===== config.mk =====
export PLATFORM = sky130hd
export DESIGN_NAME = suvm_sqrt_cell
export DESIGN_NICKNAME = d
export VERILOG_FILES = /design/src/suvm_pkg.sv /design/src/suvm_sqrt_cell.sv
export SDC_FILE = /design/constraint.sdc
export NUM_CORES = 1
export LEC_CHECK = 0
export BUFFER_PORTS_ARGS = -buffer_cell sky130_fd_sc_hd__buf_2
export CORE_MARGIN = 3
export CORE_UTILIZATION = 24
export DETAILED_ROUTE_END_ITERATION = 7
export MAX_ROUTING_LAYER = met4
export PLACE_DENSITY = 0.52
export SLEW_MARGIN = 20
export SYNTH_ARGS = -nofsm -noshare
export SYNTH_HDL_FRONTEND = slang
export SYNTH_SLANG_ARGS = --single-unit

===== constraint.sdc =====
create_clock -name clk -period 8.6 [get_ports clk]
set_input_delay 2.15 -clock clk [delete_from_list [all_inputs] [get_ports clk]]
set_output_delay 2.15 -clock clk [all_outputs]
set_load 0.02 [all_outputs]

===== src/suvm_pkg.sv =====
package suvm_pkg;

  // Field widths of the vertex and texture coordinate items.
  localparam int COORD_BITS = 16;
  localparam int UV_BITS    = 16;

  // Normalization puts the largest magnitude at or above 2^NORM_MSB.
  localparam int NORM_MSB = 30;
  localparam int SHIFT_W  = $clog2(NORM_MSB + 1);

  // Scaled coordinates: magnitude up to 2^31, so 33 bits signed.
  localparam int SW = NORM_MSB + 3;
  localparam int MW = SW - 1;

  // Square root datapath.
  localparam int SQ_W       = 2 * MW;
  localparam int ROOT_W     = MW;
  localparam int SQRT_STEPS = ROOT_W;
  localparam int SQRT_IW    = $clog2(SQRT_STEPS);
  localparam int SQ_SH_W    = $clog2(SQ_W);

  // CORDIC datapath: vector grows by the gain and by sqrt(3) at most.
  localparam int CORDIC_ITERS = 30;
  localparam int ITER_IW      = $clog2(CORDIC_ITERS);
  localparam int CW           = SW + 3;
  localparam int AW           = 34;
  localparam int OW           = 36;

  localparam logic signed [AW-1:0] HALF_TURN = AW'(64'd1 << 31);
  localparam logic signed [OW-1:0] HALF_OW   = OW'(64'd1 << 31);
  localparam logic signed [OW-1:0] FULL_OW   = OW'(64'd1 << 32);
  localparam logic signed [OW-1:0] UV_ROUND  = OW'(64'd1 << (31 - UV_BITS));
  localparam int                   UV_SHR    = 32 - UV_BITS;
  localparam logic [OW-1:0]        UV_MAX    = OW'((64'd1 << UV_BITS) - 64'd1);

  // atan(2^-i) in units of 2^-32 turn.
  localparam logic [31:0] ATAN_TURNS [CORDIC_ITERS] = '{
    32'd536870912, 32'd316933406, 32'd167458907, 32'd85004756, 32'd42667331,
    32'd21354465,  32'd10679838,  32'd5340245,   32'd2670163,  32'd1335087,
    32'd667544,    32'd333772,    32'd166886,    32'd83443,    32'd41722,
    32'd20861,     32'd10430,     32'd5215,      32'd2608,     32'd1304,
    32'd652,       32'd326,       32'd163,       32'd81,       32'd41,
    32'd20,        32'd10,        32'd5,         32'd3,        32'd1
  };

  typedef struct packed {
    logic signed [COORD_BITS-1:0] pos_x;
    logic signed [COORD_BITS-1:0] pos_y;
    logic signed [COORD_BITS-1:0] pos_z;
  } suvm_in_t;

  typedef struct packed {
    logic [UV_BITS-1:0] tex_u;
    logic [UV_BITS-1:0] tex_v;
    logic               degenerate;
  } suvm_out_t;

  typedef struct packed {
    logic signed [SW-1:0] xs;
    logic signed [SW-1:0] ys;
    logic signed [SW-1:0] zs;
    logic                 deg;
  } suvm_scaled_t;

  typedef struct packed {
    logic [SQ_W-1:0] rem;
    logic [SQ_W-1:0] res;
  } suvm_sqrt_t;

  typedef struct packed {
    logic signed [CW-1:0] a;
    logic signed [CW-1:0] b;
    logic signed [AW-1:0] ang;
  } suvm_cordic_t;

  function automatic logic signed [AW-1:0] atan_turn(input logic [ITER_IW-1:0] i);
    logic signed [AW-1:0] v;
    v = '0;
    if (int'(i) < CORDIC_ITERS) begin
      v = AW'(ATAN_TURNS[i]);
    end
    return v;
  endfunction

  // Clamp a turn fraction to [0, 1], round half up and saturate.
  function automatic logic [UV_BITS-1:0] to_uv(input logic signed [OW-1:0] q);
    logic signed [OW-1:0] c;
    logic [OW-1:0]        r;
    logic [UV_BITS-1:0]   res;
    c = q;
    if (c < 0) begin
      c = '0;
    end
    if (c > FULL_OW) begin
      c = FULL_OW;
    end
    r = c + UV_ROUND;
    r = r >> UV_SHR;
    if (r > UV_MAX) begin
      res = '1;
    end else begin
      res = r[UV_BITS-1:0];
    end
    return res;
  endfunction

endpackage


===== src/suvm_sqrt_cell.sv =====
module suvm_sqrt_cell (
  input  logic                         clk,
  input  logic [suvm_pkg::SQRT_IW-1:0] step,
  input  suvm_pkg::suvm_sqrt_t         d_in,
  output suvm_pkg::suvm_sqrt_t         d_out
);
  import suvm_pkg::*;

  logic [SQ_SH_W-1:0] sh;
  logic [SQ_W-1:0]    bit_w;
  logic [SQ_W-1:0]    trial;
  suvm_sqrt_t         st_r, st_nxt;

  // One root bit per cell; the trial bit walks down two places per step.
  always_comb begin
    sh    = SQ_SH_W'(SQ_W - 2) - SQ_SH_W'({step, 1'b0});
    bit_w = SQ_W'(1) << sh;
    trial = d_in.res + bit_w;
    if (d_in.rem >= trial) begin
      st_nxt.rem = d_in.rem - trial;
      st_nxt.res = (d_in.res >> 1) + bit_w;
    end else begin
      st_nxt.rem = d_in.rem;
      st_nxt.res = d_in.res >> 1;
    end
  end

  always_ff @(posedge clk) begin
    st_r <= st_nxt;
  end

  assign d_out = st_r;

endmodule


Word-level counts from Yosys, hierarchy flattened
Cells that the tools add are included.
- bits in registers: 128
- input port bits: 134
- output and inout bits: 128
- logic and storage cells: 10
- muxes and demuxes: 1
- add/subtract/negate cells: 4
- shifts and indexed selects: 1
- $lt $le $gt $ge: 1
- operators by type and width (kind ; count):
    $mux 128 ; 1
    $add 63x64->64 ; 1
    $add 64x64->64 ; 1
    $ge 64x64->1 ; 1
    $shl 1x6->64 const A ; 1
    $sub 64x64->64 ; 1
    $sub 6x6->6 const A ; 1

Depth between registers and ports, before layout
Gate-level depths: netlist (run 1).
- word-level depth: 5
- gate-level depth with buffers: 28
- gate-level depth less buffers: 23

Worst setup path before layout (run 1)
Ideal clock, no wire load.
- path kind: input-to-reg
- from: in step[2] (netlist bit)
- to: reg st_r, in the netlist d_out[14]
- path slack: 1.298 ns
- cell stages on the path: 26
- buffers on the path: 4
- data required time: 8.526 ns
- data arrival time: 7.228 ns
- cells stage by stage: buf_2 > nand3b_1 > nor2_1 > ha_1 > and3_1 > o311a_1 > maj3_1 > a211o_1 > or2_2 > a21boi_0 > o21ai_0 > nand2_1 > xor2_1 > ha_1 > nand2_1 > o21ai_0 > a221oi_1 > o21ai_0 > nor3_2 > a221oi_2 > o22ai_1 > buf_2 > buf_2 > buf_4 > nand2_1 > o21ai_0
- RTL lines (what ; line ; text):
    start: declaration ; suvm_sqrt_cell.sv:3 ; input logic [suvm_pkg::SQRT_IW-1:0] step,
    end signal: assignment ; suvm_sqrt_cell.sv:29 ; st_r <= st_nxt;
    end: declaration ; suvm_sqrt_cell.sv:12 ; suvm_sqrt_t st_r, st_nxt;

==> impl_results.md, run 1 <==
- Hold crit path type: in2reg
- Pleak: 6.79 nW
- Clock Power Share: about a third
- CP Data Required Time: 8980 ps
- Post-synthesis xor/xnor area fraction: 11.6%
- Worst Tran Pin Value: between 700 and 800 ps
- Synth Area per Inst: between 7 and 8 µm²
- Final Power: approximately 2.5 mW
- Comb power frac: a little under two fifths
- Highest clock rate: 122 MHz
- Worst vdd ir: 0.000170 V
- Antenna-violating nets left: 0
- Antenna violations before repair: 4
- Grt total ovfl: 0
- Post-route setup slack: 399 ps
- Int Power: 1.51 mW
- Via density: approximately 5.2
- FF+latch area: about 2600 µm²
- Final Instance Count excl. Fillers: about 2.7k
- DIE HEIGHT: between 200 and 250 µm
- Die width: 239 µm
- # rows: 84
- Place WS: 25.0 ps
- H-tree level count: 4
- Final setup fails: 0
- Synth Register Bits: approximately 130
- Fin nets: 2267
- Synth top area share: 19.7%
- Max cap viols: 0
- Placed insts: 2675
- Clk sink count: 128
- Core area: 53200 µm²
- Worst-path clk slew: 60 ps
- Synth warnings: 0
- Setup CP Type: in2reg
- CTS tree: built
- P per Cell Area: 156 nW/µm²
- CP Capture Point: d_out[127]$_DFF_P_
- Number of iterations in the first detailed-routing pass: 5
- Synth area leader: dfxtp_1
- Max reg flops: around 130
- Cts hold-fix bufs: 0
- Compound-Gate Fraction of Synth Area: 30.0%
- Final setup TNS: 0 ps
- I/O Pins: ~260
- Fin. Hold Viols: 0
- Count leader, synth: nand2_1
- Synth Flop Type: dfxtp_1
- Period utilization: 95.4%
- Max Root-Sink Buffers: 2
- Post-Synthesis Cells: 1778
- Post_cts resized: 0
- Total CTS buffers: 17
- IO Port Bufs: between 200 and 300
- DR WL/cell: 19.7 µm
- Layout fillers: 5815
- Die area: 57100 µm²
- Fin crit period: 8200 ps
- Post-CTS setup buffer count: 0
- Post-synth ARST share: 0%
- Hold path depth: 3
- Critical path endpoint category: register
- Initial Util: 24.5%
- Synth Cell Area: ~13000 µm²
- Post-synth cell types: 85
- Initial DRC Count: 857
- Sequential Power Share: approximately 29%
- Net Sw Frac: 38.3%
- Worst slew margin: 46.4%
- Fin area: 15700 µm²
- Synth Area in Adders: 12.4%
- Number of flops mapped to enable cells by yosys: 0
- Worst path arrival time: 8580 ps
- Worst-path maximum fanout: 102
- Outcome: finished, final reports clean
- Clk root buf: clkbuf_16
- Seq/Total Area, Yosys: 19.7%
- Total Wirelength: 53.4 mm
- All-Layer GR Usage: a little under a fifth
- Area of the multi-input gates: 10000 µm²
- Placed cell areas: between 15000 and 20000 µm²
- Routability-driven placement congestion ratio: around 0.92
- Unrepaired setup endpoints after global routing: false
- DP HPWL: 44.8 mm
- Proportion of synthesized area in mux cells: 0%
- CP Launch Type: input pin
- Max-slew violations: 0
- Largest family of logic cells by synthesized area: compound AO/OA/AOI/OAI gates
- Global-route wire length before repair: 78.9 mm
- NetSw: 0.942 mW
- Top cells by count, synth: nand2_1, o21ai_0, nor2_1, dfxtp_1, ha_1
- CP Launch Point: step[1]
- Share of layout cells above drive strength 1: 17.5%
- Vias in the first global route: 13.6k
- Routed vias: 14.1k
- Final Util: between 20% and 30%
- Syn nets: around 2.0k
- Top post-synthesis cells by area: dfxtp_1, ha_1, nand2_1
- Final hold slack: around 1900 ps
- Area Growth Syn to Fin: 20.6%
- Largest net degree at the start of global routing: 103
- Post-Synth Simple-Gate Area: 22.6%
- Residual DRC: 0
## cells in the final DEF, fill, tap and decap left out, drive strengths merged, types with 17 or more instances in the layout
cell and count:
nand4 47, xor2 96, nor3 31, a21o 38, o21a 17, and3 21, nand3 34, a21oi 122
xnor2 77, nand2 260, and2 19, o21bai 37, a21boi 20, nor2 140, o31ai 23, o21ai 181
dfxtp 128, ha 126, buf 280, clkbuf 22, inv 40, a211oi 20, a31oi 56
## kinds of logic after synthesis
kind of cell,Yosys count
adders and majority gates,129
DFF,128
xor gates and xnor gates,173
and+or+nand+nor,631
AOI/OAI and AO/OA,606
buffers and inverters,111
## power by group through the flow
stage	registers, mW	clock network [mW]	logic [mW]
after floorplan	0.829	0	0.488
after global placement	0.728	0	0.932
after detailed placement	0.725	0	0.933
after CTS	0.714	0.830	0.937
after global routing	0.720	0.849	1.03
final	0.712	0.804	0.940
## critical path, stage by stage
cell and delay [ps]:
buf_2 130, nand2b_1 340, nor2_1 270, ha_1 310, and3_1 230, o311a_1 300, maj3_1 410, a211o_1 360
or2_2 320, a21boi_0 320, o21ai_0 120, nand2_1 90, xor2_1 220, ha_1 340, nand2_1 270, o21ai_0 260
a221oi_1 330, o21ai_0 160, nor3_2 480, a221oi_2 170, o22ai_4 230, buf_12 370, a211oi_1 90, a311oi_1 290
## layout make-up
| class | instances | share of cell area [%] |
|---|---|---|
| Clock buffer | 22 | 3.02 |
| Inverter | 40 | 0.955 |
| Antenna cell | 4 | 0.0637 |
| Multi-Input combinational cell | 1539 | 63.6 |
| Tap cell | 688 | 5.48 |
| Sequential cell | 128 | 16.3 |
| Timing Repair Buffer | 280 | 9.54 |
| Clock inverter | 10 | 1.00 |
## layer usage
layer  track usage [%]  vias to the layer above  wire length [µm]
li1                  -                     6989                 -
met1              24.0                     6547             24800
met2              28.8                      483             23900
met3              3.44                       72              2910
met4              7.49                        0              1780
met5                 -                        -                 0
## how the worst min path moves through the flow
stage	start	to	slack [ps]
after floorplan	d_in[14]	d_out[13]$_DFF_P_	2250
after global placement	d_in[64]	d_out[64]$_DFF_P_	2380
after detailed placement	d_in[66]	d_out[66]$_DFF_P_	2380
after CTS	d_in[66]	d_out[66]$_DFF_P_	1870
after global routing	d_in[124]	d_out[124]$_DFF_P_	1880
final	d_in[66]	d_out[66]$_DFF_P_	1890
Power figures use the tool's default switching activity.
==> run 2: changes to the inputs <==
==> constraint.sdc (replaced) <==
create_clock -name clk -period 10.2 [get_ports clk]
set_input_delay 1.53 -clock clk [delete_from_list [all_inputs] [get_ports clk]]
set_output_delay 1.53 -clock clk [all_outputs]
set_load 0.02 [all_outputs]
==> run 2 against run 1 <==
Compared with the run above:
- via count down 1.7%
- worst hold slack worse by 640 ps
- critical path type unchanged
- routed wire length shrank 1.2%
- non-clock buffer count decreased by 16
==> impl_results.md, run 2 (synthesis results as in run 1) <==
- Die area: 57100 µm² (unchanged)
- Final setup TNS: 0 ps (unchanged)
- Routed vias: 13.8k (-1.7%)
- Max cap viols: 0 (unchanged)
- Worst vdd ir: 0.000145 V (-15%)
- CTS tree: built
- Initial DRC Count: 884 (+3.2%)
- Fin nets: 2251 (-0.71%)
- H-tree level count: 4 (unchanged)
- Worst slew margin: 41.8% (-4.6 points)
- Post_cts resized: 0 (unchanged)
- Worst-path clk slew: 60 ps (about the same)
- Period utilization: between 70% and 80%
- Vias in the first global route: 13.3k (-2.2%)
- Routability-driven placement congestion ratio: 0.939 (+1.9%)
- Area Growth Syn to Fin: 19.1%
- IO Port Bufs: 261 (unchanged)
- Grt met3 use: 3.73% (+0.29 points)
- Antenna violations before repair: 4 (unchanged)
- Fin crit period: 7930 ps
- Pleak: 6.70 nW (-1.4%)
- Critical path endpoint category: register
- Highest clock rate: 126 MHz
- Largest net degree at the start of global routing: 154 (+50%)
- Post-CTS setup buffer count: 0 (unchanged)
- Commonest non-fill, non-tap cells in the layout: buf_2, nand2_1, o21ai_0
- Hold crit path type: in2reg
- Core area: 53200 µm² (unchanged)
- Fin. Hold Viols: 0 (unchanged)
- Placed insts: 2659 (-0.60%)
- Clk sink count: 128 (unchanged)
- DR WL/cell: 19.6 µm (-0.58%)
- Final Power: 2.02 mW (-18%)
- Initial Util: 24.5% (unchanged)
- Total CTS buffers: 17 (unchanged)
- Antenna-violating nets left: 0 (unchanged)
- Global-route wire length before repair: 79.0 mm (+0.15%)
- Final setup fails: 0 (unchanged)
- CP Data Required Time: 10570 ps (+1590 ps)
- Cts hold-fix bufs: 0 (unchanged)
- Unrepaired setup endpoints after global routing: false
- Grt total ovfl: 0 (unchanged)
- Commonest non-fill, non-tap cell in the layout: buf_2
- Share of layout cells above drive strength 1: 16.8% (-0.75 points)
- Die width: 239 µm (unchanged)
- Worst Tran Pin Value: 866 ps (+68.5 ps)
- Total Wirelength: 52.8 mm (-1.2%)
- # rows: 84 (unchanged)
- Via density: 5.14 (-1.1%)
- GRT met2 Usage: 28.8% (unchanged)
- Number of iterations in the first detailed-routing pass: 5 (unchanged)
- CP Launch Type: input pin
- GR peak layer: met2
- Max Root-Sink Buffers: 2 (unchanged)
- DP HPWL: 44.1 mm (-1.5%)
- I/O Pins: 262 (unchanged)
- Worst path arrival time: 8290 ps (-290 ps)
- Outcome: finished, final reports clean
- P per Cell Area: 130 nW/µm² (-17%)
- Residual DRC: 0 (unchanged)
- Max-slew violations: 0 (unchanged)
- DIE HEIGHT: 239 µm (unchanged)
- Setup CP Type: in2reg
- Clk root buf: clkbuf_16
- All-Layer GR Usage: 18.7% (+0.079 points)
- Worst-path maximum fanout: 33 (-68%)
- Met1 GRT Util: 24.6% (+0.65 points)
- Max reg flops: 128 (unchanged)
- Final Instance Count excl. Fillers: 2694 (-0.63%)
==> run 2: cell types whose count changed in the layout (fill, tap and decap cells not counted) <==
cell        change
clkbuf_1        +1
bufinv_16       -2
clkinvlp_4      -3
clkbuf_8        +3
buf_12          -3
buf_4          -13
==> run 2: final timing paths <==
kind / start / endpoint / slack (ps) / depth (start not counted)
max: step[1] / d_out[43]$_DFF_P_ / 2270 / 23
min: d_in[64] / d_out[64]$_DFF_P_ / 1260 / 3
==> run 2: per-stage QoR <==
step,utilization [%],setup slack [ps],cell area [µm²],hold WS (ps)
3_5_place_dp,28.0,1810,14900,1750
3_3_place_gp,28.0,1880,14900,1750
2_1_floorplan,-,3520,13000,1630
4_1_cts,29.2,2340,15500,1220
6_report,29.2,2270,15500,1260
5_1_grt,29.2,1880,15500,1240
==> run 2: area by class of cell <==
cell class	instances	area, µm²
fill	5831	37700
multi-input combinational	1539	10000
sequential	128	2560
timing repair buffer	264	1340
tap	688	861
clock buffer	26	519
inverter	40	150
clock inverter	5	75.1
antenna	4	10.0
==> run 2: layer usage <==
layer / part of all wire, % / up-vias / wire length [µm]
li1: - / 6976 / -
met1: 47 / 6413 / 24900
met2: 45 / 398 / 23900
met3: 5.3 / 58 / 2810
met4: 2.3 / 0 / 1200
met5: 0 / - / 0
==> run 2: critical path, stage by stage <==
cell and delay [ps]:
buf_2 130, nand2_1 310, nor2_1 280, ha_1 230
ha_1 260, o211ai_1 110, a211oi_1 530, nor4bb_1 610
o211ai_1 250, a21o_1 240, a21boi_0 220, xnor2_1 150
ha_1 440, nand4_1 270, nor4_2 570, nand3_1 210
a21oi_1 340, nor3_2 160, a221oi_2 380, o22a_1 200
buf_4 380, o21ai_0 290, xnor2_1 190
==> run 2: report_power, final <==
part           internal, mW  switching (mW)
Combinational         0.262           0.508
Sequential            0.575          0.0288
Clock                 0.395           0.254
